**src/hdl/crp_pkg.sv**
```systemverilog
// ----------------------------------------------------------------------------
// crp_pkg
// Shared types and constants of the contact request parser: frame limits,
// fault and part codes, and the command record passed from the front to the
// back through the queue.
// ----------------------------------------------------------------------------
package crp_pkg;

  localparam int MAX_ENTRIES = 16;
  localparam int NETWORK_MAX = 32;
  localparam int DEST_MAX    = 64;
  localparam int LABEL_MAX   = 32;

  localparam int FIELD_MAX_A = (NETWORK_MAX > DEST_MAX) ? NETWORK_MAX : DEST_MAX;
  localparam int FIELD_MAX   = (FIELD_MAX_A > LABEL_MAX) ? FIELD_MAX_A : LABEL_MAX;
  localparam int FIELD_W     = $clog2(FIELD_MAX + 1);

  localparam logic [7:0] MAX_ENTRIES_B = 8'(MAX_ENTRIES);
  localparam logic [7:0] NETWORK_MAX_B = 8'(NETWORK_MAX);
  localparam logic [7:0] DEST_MAX_B    = 8'(DEST_MAX);
  localparam logic [7:0] LABEL_MAX_B   = 8'(LABEL_MAX);

  // frame header magic, first byte first
  localparam logic [7:0] MAGIC [8] = '{8'h4B, 8'h4B, 8'h41, 8'h42,
                                       8'h52, 8'h45, 8'h51, 8'h31};
  localparam logic [7:0] FRAME_VERSION = 8'h01;
  localparam logic [3:0] HDR_VERSION   = 4'd8;
  localparam logic [3:0] HDR_REV_LAST  = 4'd12;

  localparam logic [7:0] CH_COLON    = 8'h3A;
  localparam logic [7:0] CH_DASH     = 8'h2D;
  localparam logic [7:0] CH_PERCENT  = 8'h25;
  localparam logic [7:0] CH_PRINT_LO = 8'h20;
  localparam logic [7:0] CH_PRINT_HI = 8'h7E;

  localparam logic [4:0] COUNT_SAT  = 5'd31;
  localparam logic [11:0] LEN_SAT   = 12'd4095;

  localparam logic [3:0] ERR_NONE     = 4'd0;
  localparam logic [3:0] ERR_MAGIC    = 4'd1;
  localparam logic [3:0] ERR_VERSION  = 4'd2;
  localparam logic [3:0] ERR_ZERO_REV = 4'd3;
  localparam logic [3:0] ERR_COUNT    = 4'd4;
  localparam logic [3:0] ERR_NETLEN   = 4'd5;
  localparam logic [3:0] ERR_NETCHAR  = 4'd6;
  localparam logic [3:0] ERR_NOCOLON  = 4'd7;
  localparam logic [3:0] ERR_DTYPE    = 4'd8;
  localparam logic [3:0] ERR_DLEN     = 4'd9;
  localparam logic [3:0] ERR_LABLEN   = 4'd10;
  localparam logic [3:0] ERR_LABCHAR  = 4'd11;
  localparam logic [3:0] ERR_TRUNC    = 4'd12;
  localparam logic [3:0] ERR_TRAILING = 4'd13;

  localparam logic [1:0] PART_NET   = 2'd0;
  localparam logic [1:0] PART_DTYPE = 2'd1;
  localparam logic [1:0] PART_DEST  = 2'd2;
  localparam logic [1:0] PART_LABEL = 2'd3;

  localparam logic KIND_TAG     = 1'b0;
  localparam logic KIND_VERDICT = 1'b1;

  localparam int OUT_DATA_W = 72;
  localparam int QDEPTH     = 4;
  localparam int QAW        = $clog2(QDEPTH);
  localparam int QCW        = $clog2(QDEPTH + 1);

  typedef enum logic [9:0] {
    PH_HEADER = 10'b00_0000_0001,
    PH_NETLEN = 10'b00_0000_0010,
    PH_NET    = 10'b00_0000_0100,
    PH_DTYPE  = 10'b00_0000_1000,
    PH_DLEN   = 10'b00_0001_0000,
    PH_DEST   = 10'b00_0010_0000,
    PH_LLEN   = 10'b00_0100_0000,
    PH_LABEL  = 10'b00_1000_0000,
    PH_DONE   = 10'b01_0000_0000,
    PH_FAULT  = 10'b10_0000_0000
  } crp_phase_t;

  // one record per input byte that causes any result
  typedef struct packed {
    logic        has_tag;
    logic        has_verdict;
    logic [3:0]  idx;
    logic [1:0]  part;
    logic [7:0]  data;
    logic        accepted;
    logic [3:0]  err;
    logic [31:0] rev;
    logic [4:0]  count;
    logic [11:0] len;
  } crp_cmd_t;

endpackage

```
**src/hdl/crp_front.sv**
```systemverilog
// ----------------------------------------------------------------------------
// crp_front
// Byte parser: walks the header and entry fields, checks each byte and
// pushes one command record per byte that produces a tagged byte or verdict.
// ----------------------------------------------------------------------------
module crp_front import crp_pkg::*; (
  input  logic     clk,
  input  logic     rst_n,
  input  logic     in_valid,
  output logic     in_ready,
  input  logic [7:0] in_byte,
  input  logic     in_end,
  input  logic     q_full,
  output logic     push,
  output crp_cmd_t cmd
);

  crp_phase_t         phase_r, phase_nxt;
  logic [3:0]         hdr_pos_r, hdr_pos_nxt;
  logic [FIELD_W-1:0] rem_r, rem_nxt, rem_dec;
  logic [4:0]         ecnt_r, ecnt_nxt, ecnt_inc;
  logic [31:0]        rev_r, rev_nxt, rev_shift;
  logic [4:0]         etot_r, etot_nxt;
  logic               colon_r, colon_nxt, colon_upd;
  logic [3:0]         fault_r, fault_nxt, verdict_err;
  logic [11:0]        bytes_r, bytes_nxt;
  logic               emit;
  logic [1:0]         part;
  logic               accept;

  function automatic logic net_char_ok(input logic [7:0] b);
    return (b >= 8'h61 && b <= 8'h7A) || (b >= 8'h41 && b <= 8'h5A) ||
           (b >= 8'h30 && b <= 8'h39) || b == CH_COLON || b == CH_DASH;
  endfunction

  function automatic logic label_char_ok(input logic [7:0] b);
    return b >= CH_PRINT_LO && b <= CH_PRINT_HI && b != CH_PERCENT;
  endfunction

  assign in_ready = !q_full;
  assign accept   = in_valid && in_ready;

  assign rev_shift = {rev_r[23:0], in_byte};
  assign rem_dec   = rem_r - FIELD_W'(1);
  assign ecnt_inc  = ecnt_r + 5'd1;
  assign colon_upd = colon_r || (in_byte == CH_COLON);

  always_comb begin
    phase_nxt   = phase_r;
    hdr_pos_nxt = hdr_pos_r;
    rem_nxt     = rem_r;
    ecnt_nxt    = ecnt_r;
    rev_nxt     = rev_r;
    etot_nxt    = etot_r;
    colon_nxt   = colon_r;
    fault_nxt   = fault_r;
    emit        = 1'b0;
    part        = PART_NET;
    bytes_nxt   = (bytes_r < LEN_SAT) ? bytes_r + 12'd1 : bytes_r;

    unique case (phase_r)
      PH_HEADER: begin
        if (hdr_pos_r < HDR_VERSION) begin
          if (in_byte != MAGIC[hdr_pos_r[2:0]]) begin
            phase_nxt = PH_FAULT;
            fault_nxt = ERR_MAGIC;
          end else begin
            hdr_pos_nxt = hdr_pos_r + 4'd1;
          end
        end else if (hdr_pos_r == HDR_VERSION) begin
          if (in_byte != FRAME_VERSION) begin
            phase_nxt = PH_FAULT;
            fault_nxt = ERR_VERSION;
          end else begin
            hdr_pos_nxt = hdr_pos_r + 4'd1;
          end
        end else if (hdr_pos_r <= HDR_REV_LAST) begin
          rev_nxt = rev_shift;
          if (hdr_pos_r == HDR_REV_LAST && rev_shift == 32'd0) begin
            phase_nxt = PH_FAULT;
            fault_nxt = ERR_ZERO_REV;
          end else begin
            hdr_pos_nxt = hdr_pos_r + 4'd1;
          end
        end else begin
          etot_nxt = (in_byte > 8'(COUNT_SAT)) ? COUNT_SAT : in_byte[4:0];
          if (in_byte == 8'd0 || in_byte > MAX_ENTRIES_B) begin
            phase_nxt = PH_FAULT;
            fault_nxt = ERR_COUNT;
          end else begin
            ecnt_nxt  = 5'd0;
            phase_nxt = PH_NETLEN;
          end
        end
      end
      PH_NETLEN: begin
        if (in_byte == 8'd0 || in_byte > NETWORK_MAX_B) begin
          phase_nxt = PH_FAULT;
          fault_nxt = ERR_NETLEN;
        end else begin
          rem_nxt   = in_byte[FIELD_W-1:0];
          colon_nxt = 1'b0;
          phase_nxt = PH_NET;
        end
      end
      PH_NET: begin
        if (!net_char_ok(in_byte)) begin
          phase_nxt = PH_FAULT;
          fault_nxt = ERR_NETCHAR;
        end else begin
          colon_nxt = colon_upd;
          rem_nxt   = rem_dec;
          if (rem_dec == '0 && !colon_upd) begin
            // last network byte without any colon is itself the fault
            phase_nxt = PH_FAULT;
            fault_nxt = ERR_NOCOLON;
          end else begin
            if (rem_dec == '0) phase_nxt = PH_DTYPE;
            emit = 1'b1;
            part = PART_NET;
          end
        end
      end
      PH_DTYPE: begin
        if (in_byte == 8'd0) begin
          phase_nxt = PH_FAULT;
          fault_nxt = ERR_DTYPE;
        end else begin
          phase_nxt = PH_DLEN;
          emit      = 1'b1;
          part      = PART_DTYPE;
        end
      end
      PH_DLEN: begin
        if (in_byte == 8'd0 || in_byte > DEST_MAX_B) begin
          phase_nxt = PH_FAULT;
          fault_nxt = ERR_DLEN;
        end else begin
          rem_nxt   = in_byte[FIELD_W-1:0];
          phase_nxt = PH_DEST;
        end
      end
      PH_DEST: begin
        rem_nxt = rem_dec;
        if (rem_dec == '0) phase_nxt = PH_LLEN;
        emit = 1'b1;
        part = PART_DEST;
      end
      PH_LLEN: begin
        if (in_byte == 8'd0 || in_byte > LABEL_MAX_B) begin
          phase_nxt = PH_FAULT;
          fault_nxt = ERR_LABLEN;
        end else begin
          rem_nxt   = in_byte[FIELD_W-1:0];
          phase_nxt = PH_LABEL;
        end
      end
      PH_LABEL: begin
        if (!label_char_ok(in_byte)) begin
          phase_nxt = PH_FAULT;
          fault_nxt = ERR_LABCHAR;
        end else begin
          rem_nxt = rem_dec;
          if (rem_dec == '0) begin
            ecnt_nxt  = ecnt_inc;
            phase_nxt = (ecnt_inc == etot_r) ? PH_DONE : PH_NETLEN;
          end
          emit = 1'b1;
          part = PART_LABEL;
        end
      end
      PH_DONE: begin
        phase_nxt = PH_FAULT;
        fault_nxt = ERR_TRAILING;
      end
      PH_FAULT: begin
      end
      default: begin
        phase_nxt = PH_FAULT;
      end
    endcase
  end

  assign verdict_err = (fault_nxt == ERR_NONE && phase_nxt != PH_DONE) ? ERR_TRUNC
                                                                        : fault_nxt;

  assign push = accept && (emit || in_end);

  always_comb begin
    cmd.has_tag     = emit;
    cmd.has_verdict = in_end;
    cmd.idx         = ecnt_r[3:0];
    cmd.part        = part;
    cmd.data        = in_byte;
    cmd.accepted    = (verdict_err == ERR_NONE);
    cmd.err         = verdict_err;
    cmd.rev         = rev_nxt;
    cmd.count       = etot_nxt;
    cmd.len         = bytes_nxt;
  end

  always_ff @(posedge clk) begin
    if (!rst_n || (accept && in_end)) begin
      phase_r   <= PH_HEADER;
      hdr_pos_r <= 4'd0;
      rem_r     <= '0;
      ecnt_r    <= 5'd0;
      rev_r     <= 32'd0;
      etot_r    <= 5'd0;
      colon_r   <= 1'b0;
      fault_r   <= ERR_NONE;
      bytes_r   <= 12'd0;
    end else if (accept) begin
      phase_r   <= phase_nxt;
      hdr_pos_r <= hdr_pos_nxt;
      rem_r     <= rem_nxt;
      ecnt_r    <= ecnt_nxt;
      rev_r     <= rev_nxt;
      etot_r    <= etot_nxt;
      colon_r   <= colon_nxt;
      fault_r   <= fault_nxt;
      bytes_r   <= bytes_nxt;
    end
  end

`ifndef NO_ASSERTIONS
  // a recorded fault always parks the parser until frame end
  a_fault_parks: assert property (@(posedge clk) disable iff (!rst_n)
    (fault_r != ERR_NONE) |-> (phase_r == PH_FAULT))
    else $error("fault recorded outside fault phase");
`endif

endmodule

```
**src/hdl/crp_queue.sv**
```systemverilog
// ----------------------------------------------------------------------------
// crp_queue
// Short register queue of command records between parser and output stage.
// ----------------------------------------------------------------------------
module crp_queue import crp_pkg::*; (
  input  logic     clk,
  input  logic     rst_n,
  input  logic     push,
  input  crp_cmd_t push_cmd,
  output logic     full,
  output logic     q_valid,
  input  logic     pop,
  output crp_cmd_t pop_cmd
);

  crp_cmd_t         slot_r [QDEPTH];
  logic [QAW-1:0]   wptr_r, rptr_r;
  logic [QCW-1:0]   count_r, count_nxt;

  assign full    = (count_r == QCW'(QDEPTH));
  assign q_valid = (count_r != '0);
  assign pop_cmd = slot_r[rptr_r];

  always_comb begin
    count_nxt = count_r;
    if (push && !pop) count_nxt = count_r + QCW'(1);
    else if (pop && !push) count_nxt = count_r - QCW'(1);
  end

  always_ff @(posedge clk) begin
    if (!rst_n) begin
      wptr_r  <= '0;
      rptr_r  <= '0;
      count_r <= '0;
    end else begin
      if (push) wptr_r <= wptr_r + QAW'(1);
      if (pop) rptr_r <= rptr_r + QAW'(1);
      count_r <= count_nxt;
    end
  end

  always_ff @(posedge clk) begin
    if (push) slot_r[wptr_r] <= push_cmd;
  end

`ifndef NO_ASSERTIONS
  a_no_overflow: assert property (@(posedge clk) disable iff (!rst_n)
    !(push && full))
    else $error("push into full queue");
  a_no_underflow: assert property (@(posedge clk) disable iff (!rst_n)
    pop |-> q_valid)
    else $error("pop from empty queue");
`endif

endmodule

```
**src/hdl/crp_back.sv**
```systemverilog
// ----------------------------------------------------------------------------
// crp_back
// Output stage: turns each command record into one or two result beats,
// tagged byte first and verdict second, behind an output register.
// ----------------------------------------------------------------------------
module crp_back import crp_pkg::*; (
  input  logic                  clk,
  input  logic                  rst_n,
  input  logic                  q_valid,
  input  crp_cmd_t              q_cmd,
  output logic                  q_pop,
  output logic                  out_valid,
  input  logic                  out_ready,
  output logic [OUT_DATA_W-1:0] out_data,
  output logic                  out_kind,
  output logic                  out_last
);

  logic                  vld_r, vld_nxt;
  logic                  pend_r, pend_nxt;
  crp_cmd_t              hold_r, hold_nxt;
  logic [OUT_DATA_W-1:0] data_r, data_nxt;
  logic                  kind_r, kind_nxt;
  logic                  last_r, last_nxt;
  logic                  load;

  function automatic logic [OUT_DATA_W-1:0] pack_tag(input crp_cmd_t c);
    return {(OUT_DATA_W - 14)'(0), c.data, c.part, c.idx};
  endfunction

  function automatic logic [OUT_DATA_W-1:0] pack_verdict(input crp_cmd_t c);
    return {(OUT_DATA_W - 68)'(0), c.len, c.count, c.rev, c.err, c.accepted, 14'd0};
  endfunction

  assign load  = !vld_r || out_ready;
  assign q_pop = load && !pend_r && q_valid;

  always_comb begin
    vld_nxt  = vld_r;
    pend_nxt = pend_r;
    hold_nxt = hold_r;
    data_nxt = data_r;
    kind_nxt = kind_r;
    last_nxt = last_r;
    if (load) begin
      if (pend_r) begin
        vld_nxt  = 1'b1;
        pend_nxt = 1'b0;
        data_nxt = pack_verdict(hold_r);
        kind_nxt = KIND_VERDICT;
        last_nxt = 1'b1;
      end else if (q_valid) begin
        vld_nxt = 1'b1;
        if (q_cmd.has_tag) begin
          data_nxt = pack_tag(q_cmd);
          kind_nxt = KIND_TAG;
          last_nxt = !q_cmd.has_verdict;
          pend_nxt = q_cmd.has_verdict;
          hold_nxt = q_cmd;
        end else begin
          data_nxt = pack_verdict(q_cmd);
          kind_nxt = KIND_VERDICT;
          last_nxt = 1'b1;
        end
      end else begin
        vld_nxt = 1'b0;
      end
    end
  end

  always_ff @(posedge clk) begin
    if (!rst_n) begin
      vld_r  <= 1'b0;
      pend_r <= 1'b0;
    end else begin
      vld_r  <= vld_nxt;
      pend_r <= pend_nxt;
    end
  end

  always_ff @(posedge clk) begin
    hold_r <= hold_nxt;
    data_r <= data_nxt;
    kind_r <= kind_nxt;
    last_r <= last_nxt;
  end

  assign out_valid = vld_r;
  assign out_data  = data_r;
  assign out_kind  = kind_r;
  assign out_last  = last_r;

`ifndef NO_ASSERTIONS
  // a pending verdict always sits behind a tagged beat still on the bus
  a_pend_behind_tag: assert property (@(posedge clk) disable iff (!rst_n)
    pend_r |-> (vld_r && kind_r == KIND_TAG && !last_r))
    else $error("pending verdict without its tagged beat");
  a_stall_holds: assert property (@(posedge clk) disable iff (!rst_n)
    (vld_r && !out_ready) |=> ($stable(data_r) && $stable(pend_r)))
    else $error("output beat changed under stall");
`endif

endmodule

```
**src/hdl/contact_request_parser_unit.sv**
```systemverilog
// ----------------------------------------------------------------------------
// contact_request_parser_unit
// Request frame parser and validator: one frame byte per beat in, tagged
// entry bytes and one verdict per frame out.
// ----------------------------------------------------------------------------
// Path: each result beat is written to the queue, then to the output
//   register before it is valid.
// Throughput: one byte per cycle; a byte with a tagged byte and a verdict
//   takes two output beats. The four-entry queue holds input only once full.
// Reset: synchronous, active low; parser state and queue are cleared, and
//   each frame end returns the parser to its reset state.
module contact_request_parser_unit import crp_pkg::*; (
  input  logic                  clk,
  input  logic                  rst_n,
  input  logic                  in_tvalid,
  output logic                  in_tready,
  input  logic [7:0]            in_tdata,   // [7:0] in_byte
  input  logic                  in_tlast,   // frame_end
  output logic                  out_tvalid,
  input  logic                  out_tready,
  // [3:0] entry_index, [5:4] part, [13:6] entry_byte, [14] accepted,
  // [18:15] error_code, [50:19] revision, [55:51] entry_count,
  // [67:56] frame_length, [71:68] zero
  output logic [OUT_DATA_W-1:0] out_tdata,
  output logic                  out_tuser,  // kind
  output logic                  out_tlast   // last_result
);

  logic     q_full, q_push, q_valid, q_pop;
  crp_cmd_t push_cmd, pop_cmd;

  crp_front u_front (
    .clk      (clk),
    .rst_n    (rst_n),
    .in_valid (in_tvalid),
    .in_ready (in_tready),
    .in_byte  (in_tdata),
    .in_end   (in_tlast),
    .q_full   (q_full),
    .push     (q_push),
    .cmd      (push_cmd)
  );

  crp_queue u_queue (
    .clk      (clk),
    .rst_n    (rst_n),
    .push     (q_push),
    .push_cmd (push_cmd),
    .full     (q_full),
    .q_valid  (q_valid),
    .pop      (q_pop),
    .pop_cmd  (pop_cmd)
  );

  crp_back u_back (
    .clk       (clk),
    .rst_n     (rst_n),
    .q_valid   (q_valid),
    .q_cmd     (pop_cmd),
    .q_pop     (q_pop),
    .out_valid (out_tvalid),
    .out_ready (out_tready),
    .out_data  (out_tdata),
    .out_kind  (out_tuser),
    .out_last  (out_tlast)
  );

endmodule

```
**config.mk**
```make
export PLATFORM = sky130hd
export DESIGN_NAME = contact_request_parser_unit
export DESIGN_NICKNAME = d
export VERILOG_FILES = /design/src/hdl/crp_pkg.sv /design/src/hdl/crp_front.sv /design/src/hdl/crp_queue.sv /design/src/hdl/crp_back.sv /design/src/hdl/contact_request_parser_unit.sv
export SDC_FILE = /design/constraint.sdc
export NUM_CORES = 1
export LEC_CHECK = 0
export ABC_AREA = 1
export BUFFER_PORTS_ARGS = -buffer_cell sky130_fd_sc_hd__buf_2
export CORE_MARGIN = 2
export CORE_UTILIZATION = 56
export CTS_CLUSTER_DIAMETER = 100
export DETAILED_ROUTE_END_ITERATION = 6
export PLACE_DENSITY = 0.85
export SETUP_SLACK_MARGIN = 0.5
export SYNTH_ARGS = -nofsm -noshare
export SYNTH_HDL_FRONTEND = slang
export SYNTH_SLANG_ARGS = --single-unit
```
**constraint.sdc**
```tcl
create_clock -name clk -period 4.6 [get_ports clk]
set_input_delay 0 -clock clk [delete_from_list [all_inputs] [get_ports clk]]
set_output_delay 0 -clock clk [all_outputs]
set_load 0.05 [all_outputs]
```
=== After elaboration in Yosys (flattened, before gate mapping) ===
Memories as Yosys holds them, arrays and structs flattened. A register that Yosys moved wholly into a read port is not among the register bits.
Index checks and enable logic that the tools add are counted.

* Word-level logic and storage cells: 231
* Output and inout port bits: 76
* Bits in registers: 217
* Bits of input ports: 13
* RAM bits: 280
* ROM bits: 64
* Memories kept: 2

* Bitwise operators: 2
* Equal/unequal tests: 33
* Mux-type cells: 94
* Reduce and logical (&&, ||, !) cells: 53
* $add $sub $neg: 8
* $lt $le $gt $ge: 16

{| class="wikitable"
|+ Memory list
! name !! words !! width !! rd ports !! clocked after memory_dff !! wr ports !! RTL line !! RTL
|-
| u_queue.slot_r || 4 || 70 || 1 || 1 || 1 || crp_queue.sv:16 || <nowiki>crp_cmd_t slot_r [QDEPTH];</nowiki>
|-
| (no name shown) || 8 || 8 || 1 || 0 || 0 || crp_front.sv:64 || <nowiki>if (in_byte != MAGIC[hdr_pos_r[2:0]]) begin</nowiki>
|}

{| class="wikitable"
|+ Operator list
! kind !! count
|-
| two-way mux 10 bit || 17
|-
| two-way mux 68 bit || 2
|-
| two-way mux 32 bit || 4
|-
| case mux 10 bit (9 select lines) || 1
|-
| two-way mux 4 bit || 21
|-
| two-way mux 72 bit || 1
|-
| two-way mux 5 bit || 11
|-
| case mux 7 bit (5 select lines) || 1
|-
| zero test 32 bit || 1
|-
| case mux 4 bit (8 select lines) || 1
|-
| two-way mux 7 bit || 4
|-
| <= comparator 8 x 7 -> 1 bit, second input constant || 3
|-
| two-way mux 1 bit || 18
|-
| equality test 8 x 6 -> 1 bit, second input constant || 2
|-
| >= comparator 8 x 6 -> 1 bit, second input constant || 2
|-
| >= comparator 8 x 7 -> 1 bit, second input constant || 2
|-
| > comparator 8 x 5 -> 1 bit, second input constant || 2
|-
| two-way mux 8 bit || 2
|-
| != test 2 bit, second input constant || 8
|-
| logical AND 1 bit || 15
|-
| adder 12 x 1 -> 12 bit, second input constant || 1
|-
| less-than comparator 12 bit, second input constant || 1
|-
| two-way mux 12 bit || 1
|-
| AND reduction 6 bit || 2
|-
| other kinds (53) || 83
|}

=== Longest topological paths before layout ===
* Depth after elaboration: 14
* Gate-level depth with buffers: 21
* Mapped depth without buffers: 20

=== Modules after synthesis ===
Synthesis repeated with hierarchy kept, for this count alone.

* Cell total of the unflattened synthesis: 2,074
* Area, all modules: 22,273.9 um2

{| class="wikitable"
|+ Modules (own cells, without submodules)
! module !! seq. area each (um2) !! cells each !! instances !! area each (um2)
|-
| crp_queue || 8,588.2 || 735 || 1 || 11,393.4
|-
| crp_front || 1,601.5 || 977 || 1 || 5,890.6
|-
| crp_back || 3,763.6 || 362 || 1 || 4,989.8
|}

=== Worst setup path before layout ===
OpenSTA, ideal clock, no wires.

* Path kind: reg-to-reg
* Start: register u_queue.count_r[1]
* End: memory u_queue.slot_r[0][0] (netlist name), enable pin
* Path slack: -0.447 ns
* Cell stages (with the launch flop): 10
* Path buffers: 1
* Data required time: 4.101 ns
* Period minus slack after synthesis: 5.047 ns
* Library setup time: 0.499 ns
* Arrival: 4.549 ns
* Path through: dfxtp_1 inv_1 nand3_1 nand2_1 inv_1 clkbuf_1 nand2_1 nand2_1 inv_2 nor2_1

* Word-level cells in the longest chain between the ends: 6

{| class="wikitable"
|+ Ends and longest elaborated chain
! item !! RTL line !! RTL
|-
| from (decl) || crp_queue.sv:18 || <nowiki>logic [QCW-1:0] count_r, count_nxt;</nowiki>
|-
| from (signal assigned) || crp_queue.sv:38 || <nowiki>count_r <= count_nxt;</nowiki>
|-
| equality test 3 bit || crp_queue.sv:20 || <nowiki>assign full = (count_r == QCW'(QDEPTH));</nowiki>
|-
| zero test 1 bit || crp_front.sv:40 || <nowiki>assign in_ready = !q_full;</nowiki>
|-
| net in_tready || contact_request_parser_unit.sv:16 || <nowiki>output logic in_tready,</nowiki>
|-
| logical AND 1 bit || crp_front.sv:41 || <nowiki>assign accept = in_valid && in_ready;</nowiki>
|-
| logical AND 1 bit || crp_front.sv:187 || <nowiki>assign push = accept && (emit || in_end);</nowiki>
|-
| net q_push || contact_request_parser_unit.sv:29 || <nowiki>logic q_full, q_push, q_valid, q_pop;</nowiki>
|-
| two-way mux 1 bit || crp_queue.sv:43 || <nowiki>if (push) slot_r[wptr_r] <= push_cmd;</nowiki>
|-
| two-way mux 1 bit (not written as such) || crp_queue.sv:43 ||
|-
| to (decl) || crp_queue.sv:16 ||
|}

The timed path passes the listed nets, and every way through them passes these cells.

==> summary.md <==
| Metric | Value |
|---|---|
| Ys async rst share | 0% |
| Seq/Total Area, Yosys | 66.4% |
| Maxcap violations | 0 |
| Most used cell, CP | nand2_1 |
| PortBufs | 84 |
| Overall Power | 15.3 mW |
| Worst hold stages | 7 |
| Worst skew pair latency | 0.55 ns |
| DRC Markers | 0 |
| Crit start category | register |
| Yosys top cell by area | edfxtp_1 |
| Fin crit share | 75.8% |
| TritonCTS clock tree | yes |
| CP peak stage delay | 0.66 ns |
| WL per Instance | 18.8 um |
| Number of global-route vias before repair | 14500 |
| Final #Nets | 2068 |
| Worst slew pin tran | 1.19 ns |
| Vias | 15000 |
| Top cells by area, synth | edfxtp_1 58%, dfxtp_1 8.7%, o21ai_0 5.5% |
| Top Family by Delay on Critical Path | simple AND/OR/NAND/NOR gates |
| Min-delay src | in_tvalid |
| Initial core utilization | 57.1% |
| GRT overflow | 0 |
| Die W | 198 um |
| DP HPWL | 29900 um |
| First-pass GRT wire length | 75300 um |
| Leak | 9.05 nW |
| CTS clk-pin slew, worst paths | 0.07 ns |
| Synth top area share | 57.7% |
| Syn avg cell area | 10.7 um2 |
| Rel. slew slack | 20.8% |
| Placed cell areas | 0.0219 mm2 |
| Setup_tns | 0 ns |
| Yosys warnings | 0 |
| FMAX | 287 MHz |
| Layout cell share with drive strength beyond 1 | 11.9% |
| I/O pins | 89 |
| Post-CTS setup buffer count | 0 |
| Worst r2r src | u_front.phase_r[9] |
| Cell count after placement | 2446 |
| Power per cell area | 650 mW/mm2 |
| Crit end category | register |
| Status | finished, final reports clean |
| CP Cell Sequence | nor2_4 > nand2_1 > nor2_1 > nand2_1 > inv_1 > nand3_1 > nand3_1 > nand2_1 > nand2_1 > inv_2 > nor2_4 > buf_4 |
| CP max stage cell | nor2_4 |
| CTS buffer count | 47 |
| Syn-to-layout area delta | 11.9% |
| Post-synth EDFFs | 404 |
| Most common cell in the synthesized netlist | edfxtp_1 |
| Worst hold-check path type | in2reg |
| Final min period | 3.49 ns |
| Detailed Route WL | 47800 um |
| Clock Sinks | 495 |
| Most common flop cell mapped by yosys | edfxtp_1 |
| Clock Skew | 0.0143 ns |
| Slew Viols, Final | 0 |
| Final ANT Viol Nets | 0 |
| FF-to-FF End | u_queue.slot_r[3][39] |
| Reg2Reg Setup Slack | 1.11 ns |
| Worst-path fanout max | 24 |
| Hold endpoint | u_queue.wptr_r[1] |
| Unique masters post-synth | 47 |
| Synth Cell Area | 0.0210 mm2 |
| VDD IR-drop max | 0.421 mV |
| CP required | 4.83 ns |
| Cell Rows | 70 |
| Initial antenna violation count | 0 |
| Fill cells | 2592 |
| Pin count of the biggest net entering global routing | 109 |
| Clock Path Buffers | 3 |
| WP data arrival | 3.71 ns |
| Die area | 0.0391 mm2 |
| Final Instance Area | 0.0235 mm2 |
| Cell count after synthesis | 1967 |
| Cell Count, Final, Fillers Out | 2545 |
| Final GP Congestion | 0.930 |
| Antenna Cells | 0 |
| Core Region | 0.0368 mm2 |
| H-tree depth | 2 |
| DR pass1 iterations | 5 |
| Drt initial violations | 1559 |
| Setup violators final | 0 |
| Die Ht | 198 um |
| Bufs and invs on worst path | 3 |
| Synth cell count leaders | 404 x edfxtp_1, 308 x nor2_1, 233 x o21ai_0, 199 x nand2_1, 176 x inv_1 |
| Via density | 5.90 |
| Final hold violations | 0 |
| GRT Util Overall | 24.4% |
| RSZ-0062 raised after global routing | no |
| Post-synthesis register bit count | 495 |
| WS Path Type | reg2reg |
| Root Driver | clkbuf_16 |
| R2R depth | 12 |
logic make-up (layout without fill, tap and decap cells):
logic type	Yosys count	count (layout)	synth area share [%]
AND/OR/NAND/NOR	657	657	13.3
flip-flops	495	495	66.4
buffers and inverters	289	396	5.43
AO/OA/AOI/OAI	498	498	13.4
other	1	4	0.0178
adder cells (fa/ha/maj)	16	16	0.988
XOR/XNOR	11	11	0.458
power by group:
| part | internal (mW) | leakage [nW] | switching [mW] | total (mW) |
|---|---|---|---|---|
| logic | 1.19 | 3.77 | 3.67 | 4.86 |
| clock network | 2.23 | 0.752 | 1.62 | 3.85 |
| registers | 6.20 | 4.52 | 0.381 | 6.58 |
| total | 9.62 | 9.05 | 5.67 | 15.3 |
layout by cell type, fill, tap and decap left out, types with 3 or more instances in the layout:
cell type / synthesis / routed
a211oi_1: 4 / 4
a21oi_1: 103 / 102
a22o_1: 54 / 54
a31oi_1: 3 / 3
buf_2: 14 / 84
buf_4: 6 / 19
bufinv_16: 0 / 4
clkbuf_1: 70 / 10
clkbuf_16: 0 / 49
clkbuf_8: 0 / 3
clkinv_1: 1 / 10
clkinv_2: 1 / 9
clkinv_4: 0 / 3
conb_1: 1 / 4
dfxtp_1: 91 / 88
dlygate4sd3_1: 0 / 12
edfxtp_1: 404 / 404
ha_1: 15 / 15
inv_1: 176 / 173
inv_2: 14 / 15
nand2_1: 199 / 197
nand2_2: 16 / 18
nand3_1: 67 / 67
nand3_2: 5 / 5
nand3b_1: 3 / 3
nand4_1: 15 / 15
nor2_1: 308 / 303
nor2_2: 11 / 11
nor2_4: 2 / 7
nor3_1: 22 / 22
o211ai_1: 3 / 3
o21ai_0: 233 / 233
o21ai_1: 35 / 35
o22ai_1: 56 / 56
xor2_1: 9 / 9
worst max path at each step:
stage,from,endpoint,cells after the start
finish,u_front.phase_r[9],u_queue.slot_r[3][39],12
global route,u_front.phase_r[9],u_queue.slot_r[3][4],12
CTS,u_front.phase_r[9],u_queue.slot_r[3][8],12
detailed placement,u_front.phase_r[9],u_queue.slot_r[3][4],12
global placement,u_front.phase_r[9],u_queue.slot_r[3][6],12
floorplan,u_queue.count_r[1],u_queue.slot_r[0][0],9
per-stage QoR:
step	hold slack, ns	utilization (%)	worst slack (ns)
after floorplan	0.0989	-	-0.447
after global placement	0.248	59.4	1.33
after detailed placement	0.257	59.4	1.23
after CTS	0.125	63.9	1.19
after global routing	0.198	63.9	0.844
final	0.143	63.9	1.11
flip-flops by register name (all words and copies together), names as in the netlist, 3 cells and up, named ones only:
name               flops
u_front.ecnt_r         5
u_front.bytes_r       12
u_front.fault_r        4
u_queue.slot_r       280
u_front.rev_r         32
u_front.etot_r         5
u_front.hdr_pos_r      4
u_front.phase_r       10
u_back.hold_r         54
u_queue.count_r        3
u_back.out_data       68
u_front.rem_r          7
tightest hold or removal path: stages:
cell	delay [ns]
buf_2	0.08
nand2_2	0.07
inv_1	0.12
nand2_1	0.07
nand2_1	0.13
o21ai_0	0.09
nor2_1	0.09
final cells by class:
type                       instances  area [um2]  share of cell area, %
clock buffer                      62        1310                   5.55
clock inverter                    25         238                   1.01
inverter                         192         723                   3.07
multi-input combinational       1186        5990                   25.5
sequential                       495       14000                   59.3
tap                              468         586                   2.49
timing repair buffer             117         723                   3.07
metal layers:
metal | GRT usage [%] | up-vias | wire length, um
li1 | - | 7013 | -
met1 | 31.3 | 7189 | 19000
met2 | 42.6 | 690 | 24300
met3 | 3.17 | 120 | 3290
met4 | 9.08 | 0 | 1310
met5 | 0 | - | 0
timing repair:
| action | in CTS | in global routing |
|---|---|---|
| endpoints found under the hold margin | 47 | 0 |
| hold buffers | 12 | 0 |
| resized for setup | 0 | 0 |
Power figures use the tool's default switching activity.
